--- src/hw/rtl/spa_pkg.sv ---
`timescale 1ns / 1ps
`default_nettype none

package spa_pkg;

    localparam int COEF_W     = 16;
    localparam int EXP_W      = 8;
    localparam int RCOEF_W    = 38;
    localparam int REXP_W     = 9;

    localparam logic [1:0] OP_LOAD_A  = 2'd0;
    localparam logic [1:0] OP_LOAD_B  = 2'd1;
    localparam logic [1:0] OP_COMPUTE = 2'd2;
    localparam logic [1:0] OP_CLEAR   = 2'd3;

    localparam logic [1:0] MODE_ADD = 2'd0;
    localparam logic [1:0] MODE_SUB = 2'd1;
    localparam logic [1:0] MODE_MUL = 2'd2;

    localparam logic [1:0] STATUS_OK      = 2'd0;
    localparam logic [1:0] STATUS_DROPPED = 2'd1;
    localparam logic [1:0] STATUS_EMPTY   = 2'd2;

    // How a travelling term treats a cell that already holds its exponent.
    localparam logic [1:0] KIND_APPEND = 2'd0;  // never matches
    localparam logic [1:0] KIND_MERGE  = 2'd1;  // adds into the match
    localparam logic [1:0] KIND_UNIQUE = 2'd2;  // vanishes on a match

    typedef struct packed {
        logic                      valid;
        logic [1:0]                kind;
        logic signed [RCOEF_W-1:0] coef;
        logic [REXP_W-1:0]         expo;
    } spa_token_t;

    typedef struct packed {
        logic                      valid;
        logic signed [RCOEF_W-1:0] coef;
        logic [REXP_W-1:0]         expo;
    } spa_entry_t;

endpackage

`default_nettype wire

--- src/hw/rtl/spa_cell.sv ---
`timescale 1ns / 1ps
`default_nettype none

module spa_cell
    import spa_pkg::*;
(
    input  wire logic       clk,
    input  wire logic       rst_n,
    input  wire logic       shift_en,
    input  wire spa_entry_t shift_in,
    input  wire spa_token_t tok_in,
    output spa_token_t      tok_out,
    output spa_entry_t      entry
);

    logic                      valid_reg, valid_next;
    logic signed [RCOEF_W-1:0] coef_reg, coef_next;
    logic [REXP_W-1:0]         expo_reg, expo_next;
    logic                      tok_valid_reg, tok_valid_next;
    spa_token_t                tok_reg;
    logic                      hit;

    assign hit = valid_reg && (expo_reg == tok_in.expo) && (tok_in.kind != KIND_APPEND);

    always_comb
    begin
        valid_next     = valid_reg;
        coef_next      = coef_reg;
        expo_next      = expo_reg;
        tok_valid_next = 1'b0;
        if (shift_en)
        begin
            valid_next = shift_in.valid;
            coef_next  = shift_in.coef;
            expo_next  = shift_in.expo;
        end
        else if (tok_in.valid)
        begin
            if (hit)
            begin
                if (tok_in.kind == KIND_MERGE)
                begin
                    coef_next = coef_reg + tok_in.coef;
                end
            end
            else if (!valid_reg)
            begin
                valid_next = 1'b1;
                coef_next  = tok_in.coef;
                expo_next  = tok_in.expo;
            end
            else
            begin
                tok_valid_next = 1'b1;
            end
        end
    end

    always_ff @(posedge clk or negedge rst_n)
    begin
        if (!rst_n)
        begin
            valid_reg     <= 1'b0;
            tok_valid_reg <= 1'b0;
        end
        else
        begin
            valid_reg     <= valid_next;
            tok_valid_reg <= tok_valid_next;
        end
    end

    always_ff @(posedge clk)
    begin
        coef_reg <= coef_next;
        expo_reg <= expo_next;
        tok_reg  <= tok_in;
    end

    always_comb
    begin
        tok_out       = tok_reg;
        tok_out.valid = tok_valid_reg;
        entry.valid   = valid_reg;
        entry.coef    = coef_reg;
        entry.expo    = expo_reg;
    end

endmodule

`default_nettype wire

--- config.mk ---
export PLATFORM = sky130hd
export DESIGN_NAME = spa_cell
export DESIGN_NICKNAME = d
export VERILOG_FILES = /design/src/hw/rtl/spa_pkg.sv /design/src/hw/rtl/spa_cell.sv
export SDC_FILE = /design/constraint.sdc
export NUM_CORES = 1
export LEC_CHECK = 0
export BUFFER_PORTS_ARGS = -buffer_cell sky130_fd_sc_hd__buf_2
export CAP_MARGIN = 20
export CORE_MARGIN = 2
export CORE_UTILIZATION = 45
export CTS_CLUSTER_SIZE = 20
export DETAILED_ROUTE_END_ITERATION = 8
export PLACE_DENSITY = 0.82
export SLEW_MARGIN = 30
export SYNTH_ARGS = -nofsm -noshare
export SYNTH_HDL_FRONTEND = slang
export SYNTH_SLANG_ARGS = --single-unit
--- constraint.sdc ---
create_clock -name clk -period 2.8 [get_ports clk]
set_input_delay 0.14 -clock clk [delete_from_list [all_inputs] [get_ports clk]]
set_output_delay 0.14 -clock clk [all_outputs]
set_load 0.01 [all_outputs]
Word level (Yosys, flattened, before mapping):

Index checks and enable logic that the tools add are counted.

* $add $sub $neg: 1
* multiply operators: 0
* divide/modulo/power cells: 0
* $lt $le $gt $ge: 0
* equal/unequal tests: 6
* shifts and indexed selects: 0
* mux-type cells: 16
* bitwise operators: 0
* reductions and logical operators: 7

Operators by type and width (count)
* 2-to-1 mux 38 bit: 5
* adder 38 bit: 1
* 2-to-1 mux 9 bit: 4
* equality test 9 bit: 1
* 2-to-1 mux 1 bit: 7
* != test 3 x 2 -> 1 bit (second input constant): 2
* AND reduction 3 bit: 2
* != test 2 bit (second input constant): 2
* nonzero test 2 bit: 2
* equality test 2 x 1 -> 1 bit (second input constant): 1
* logical AND 1 bit: 2
* AND reduction 2 bit: 1

* register bits: 98
* bits in latches: 0
* RAM bits: 0
* memory bits (read-only): 0
* output and inout port bits: 98
* word-level logic and storage cells: 37
* memories kept: 0

Longest topological paths before layout:

* word-level depth: 6
* mapped depth: 11

Least setup slack after synthesis:

OpenSTA, ideal clock, no wires.

* kind: reg2reg
* from: reg coef_reg[0]
* to: reg coef_reg[36], data pin
* data arrival time: 2.904 ns
* required time: 2.539 ns
* slack: -0.364 ns
* stages on the path, launching flop included: 12
* path buffers: 0
* cells stage by stage: edfxtp_1 > ha_1 > fa_1 > a21oi_1 > o21ai_0 > a21o_1 > a311oi_1 > nor3_1 > o211ai_1 > a31oi_1 > xor2_1 > a221o_1

* cells in the longest elaborated chain, start to end: 5

Ends and longest elaborated chain
* start: declaration: RTL line spa_cell.sv:17 `logic signed [RCOEF_W-1:0] coef_reg, coef_next;`
* start signal: assignment: RTL line spa_cell.sv:75 `coef_reg <= coef_next;`
* adder 38 bit: RTL line spa_cell.sv:43 `coef_next = coef_reg + tok_in.coef;`
* 2-to-1 mux 38 bit: RTL line spa_cell.sv:41 `if (tok_in.kind == KIND_MERGE)`
* 2-to-1 mux 38 bit: RTL line spa_cell.sv:39 `if (hit)`
* 2-to-1 mux 38 bit: RTL line spa_cell.sv:37 `else if (tok_in.valid)`
* 2-to-1 mux 38 bit: RTL line spa_cell.sv:31 `if (shift_en)`
* net coef_next[36]: RTL line spa_cell.sv:17

The timed path passes the listed nets, and every way through them passes these cells. The select of a mux whose other input is x is not followed.
A chain may end at the register's enable or synchronous reset.

Worst setup path in the final report:

* from: reg coef_reg[15]
* to: reg coef_reg[26], data pin

Same word-level chain as after synthesis.

==> qor.csv <==
metric;value;unit
die height;115;um
Fin Setup TNS;-0.601;ns
largest net degree at the start of global routing;34;
global route overflow;0;
failing checks;negative setup slack;
wire per inst;17.3;um
Slew Limit Fails;0;
multi-input logic area;3290;sq um
Die ar.;13100;sq um
CP Launch Type;register;
highest clock rate;337;MHz
worst hold-check path type;input pin to register;
CTS buffer count;9;
synthesized flop and latch total;98;
Seq/Total Area, Yosys;0.444;
status;finished with violations;
Sink Count;98;
Distinct cells, synth;60;
FF+latch area;2440;sq um
clock tree buffer depth;2;
clock period minus worst slack;2.96;ns
mapped cell area;5500;sq um
switching pwr;0.00130;W
syn_nets;689;
fin nets;994;
CP arrival;3.06;ns
relative slew slack;0.550;
final setup fails;6;
Max Cap Viol;0;
Slew @ Worst Pin;0.675;ns
fill count;840;
Comb pwr share;0.324;
initial antenna violation count;0;
Fin Clk Skew;0.0129;ns
Initial Util;0.460;
vias in the first global route;5413;
DIE WIDTH;115;um
Pwr Density;525;nW/um^2
Worst setup EP type;register;
Vias;5570;
insertion delay to the later sink of the worst-skew pair;0.36;ns
post-route DRC violation count;0;
fraction of layout cells with a size suffix above 1;0.410;
Std-Cell Rows;40;
ratio of routed vias to standard cells;5.53;
Tcrit/Tclk final;1.06;
core area;12000;sq um
Final Hold Fails;0;
GRT Total Usage;0.246;
max reg flops;49;
GPL Wtd Cong;0.881;
Async SR Flop Fraction;0.0204;
switching share of power;0.298;
CP required;2.89;ns
Static Leak;3.68;nW
sequential share of power;0.386;
Avg Cell Area, Syn;10.0;sq um
H-tree depth;3;
drt total wl;17400;um
port buffer count;198;
DRT iter0 DRCs;360;
Clk Tree Root Cell;clkbuf_16;
IO Pins;199;
Final HPWL DP;11300;um
CTS tree;built;
cell internal pwr;0.00306;W
crit path max fanout;5;
DRT Pass-1 Iters;5;
cells after synthesis;550;
Hold WS;0.0121;ns
dominant synthesized flop cell;dfxtp_1;
first-pass GRT wire length;25500;um
Final WS setup;-0.163;ns
n_diodes;0;
clock slew at reported path FFs;0.07;ns
RSZ-0062 raised after global routing;true;
area grow syn2layout;50.9;%
Syn. warnings;0;
Clock power frac;0.290;
post-route ant nets;0;
worst IR drop on VDD;0.410;mV
Post-synth EDFFs;47;
Setup CP Type;register to register;
[final timing paths]
kind | startpoint | end | slack, ns | cells past startpoint
min in group asynchronous | rst_n | tok_valid_reg | 0.12 | 2
setup / recovery | coef_reg[15] | coef_reg[26] | -0.16 | 11
max in group asynchronous | rst_n | valid_reg | 2.58 | 2
hold reg to reg | valid_reg | tok_valid_reg | 0.64 | 2
hold / removal | shift_in[47] | valid_reg | 0.01 | 3
setup reg to reg | coef_reg[15] | coef_reg[26] | -0.16 | 11
[what timing repair did]
| item | in CTS | in global routing |
|---|---|---|
| hold buffers | 50 | 0 |
| pin swaps | 9 | 25 |
| endpoints found under the hold margin | 51 | 0 |
| buffers inserted | 7 | 11 |
| setup endpoints to repair | 8 | 17 |
| gates resized for setup | 23 | 37 |
[placed cells by master (no fill, tap or decap), drive strengths merged, types with 3 or more instances in the layout]
master	count
buf	267
nand2	57
dlygate4sd3	50
dfxtp	49
a21oi	49
edfxtp	47
o21ai	44
ha	37
nor2	32
xnor2	31
a21o	23
mux2	20
mux2i	13
clkbuf	13
inv	11
xor2	9
nand2b	8
nand3	8
nor3b	7
a31oi	7
nor3	7
o21a	6
nand4	5
o31ai	5
and2	4
o21bai	4
o211ai	3
nor2b	3
and3	3
[through the flow]
step | setup WS (ns) | area (sq um) | util | std cells | power, W
2_1_floorplan | -0.0956 | 5520 | - | 550 | 0.00240
5_1_grt | -0.312 | 8300 | 0.694 | 1007 | 0.00455
3_3_place_gp | -0.112 | 7010 | 0.586 | 924 | 0.00282
6_report | -0.163 | 8300 | 0.694 | 1007 | 0.00436
3_5_place_dp | -0.183 | 7010 | 0.586 | 924 | 0.00284
4_1_cts | -0.142 | 8030 | 0.672 | 997 | 0.00423
[kinds of logic (layout without fill, tap and decap cells)]
kind of cell | Yosys count | count (layout) | share of synthesized area
compound gates | 165 | 165 | 0.192
xor+xnor | 40 | 40 | 0.0637
fa+ha+maj | 38 | 38 | 0.0878
buf+inv | 34 | 344 | 0.0255
flops | 98 | 98 | 0.444
mux | 33 | 33 | 0.0653
simple gates | 142 | 142 | 0.122
[cell type report]
type / count / share of cell area
Multi-Input combinational cell: 418 / 0.396
Sequential cell: 98 / 0.294
Timing Repair Buffer: 317 / 0.246
Clock buffer: 13 / 0.0314
Tap cell: 147 / 0.0222
Inverter: 11 / 0.00497
Clock inverter: 3 / 0.00482
[metal layers]
metal / global-route usage / vias up / share of wire
li1: - / 2641 / -
met1: 0.280 / 2640 / 0.39
met5: 0 / - / 0
met3: 0.0614 / 56 / 0.060
met2: 0.437 / 233 / 0.52
met4: 0.101 / 0 / 0.033
[critical path, cell delays in order, from the launching register on]
cell	delay, ns
edfxtp_1	0.41
ha_1	0.37
a21oi_1	0.26
and3_1	0.26
nand2_1	0.11
a311oi_2	0.27
buf_4	0.19
o31ai_4	0.09
a221o_1	0.38
a21oi_2	0.13
xor2_1	0.16
o21ai_1	0.07
[power groups by stage]
stage / Sequential, W / Clock (W) / Combinational (W)
floorplan: 0.00175 / 0 / 0.000657
global placement: 0.00170 / 0 / 0.00113
detailed placement: 0.00170 / 0 / 0.00114
CTS: 0.00168 / 0.00129 / 0.00127
global route: 0.00169 / 0.00134 / 0.00153
finish: 0.00168 / 0.00126 / 0.00141
[synthesized netlist by cell type (9+ instances only)]
cell type,instances,area share
dfxtp_1,49,0.18
o21ai_0,42,0.038
nor2_1,32,0.022
nand2_1,57,0.039
mux2i_1,13,0.024
a21o_1,23,0.031
clkbuf_1,18,0.012
inv_1,11,0.0075
a21oi_1,49,0.045
xor2_1,9,0.014
ha_1,37,0.084
mux2_2,19,0.039
edfxtp_1,47,0.26
xnor2_1,31,0.049
Note: power is estimated with default switching activity, not from simulation.
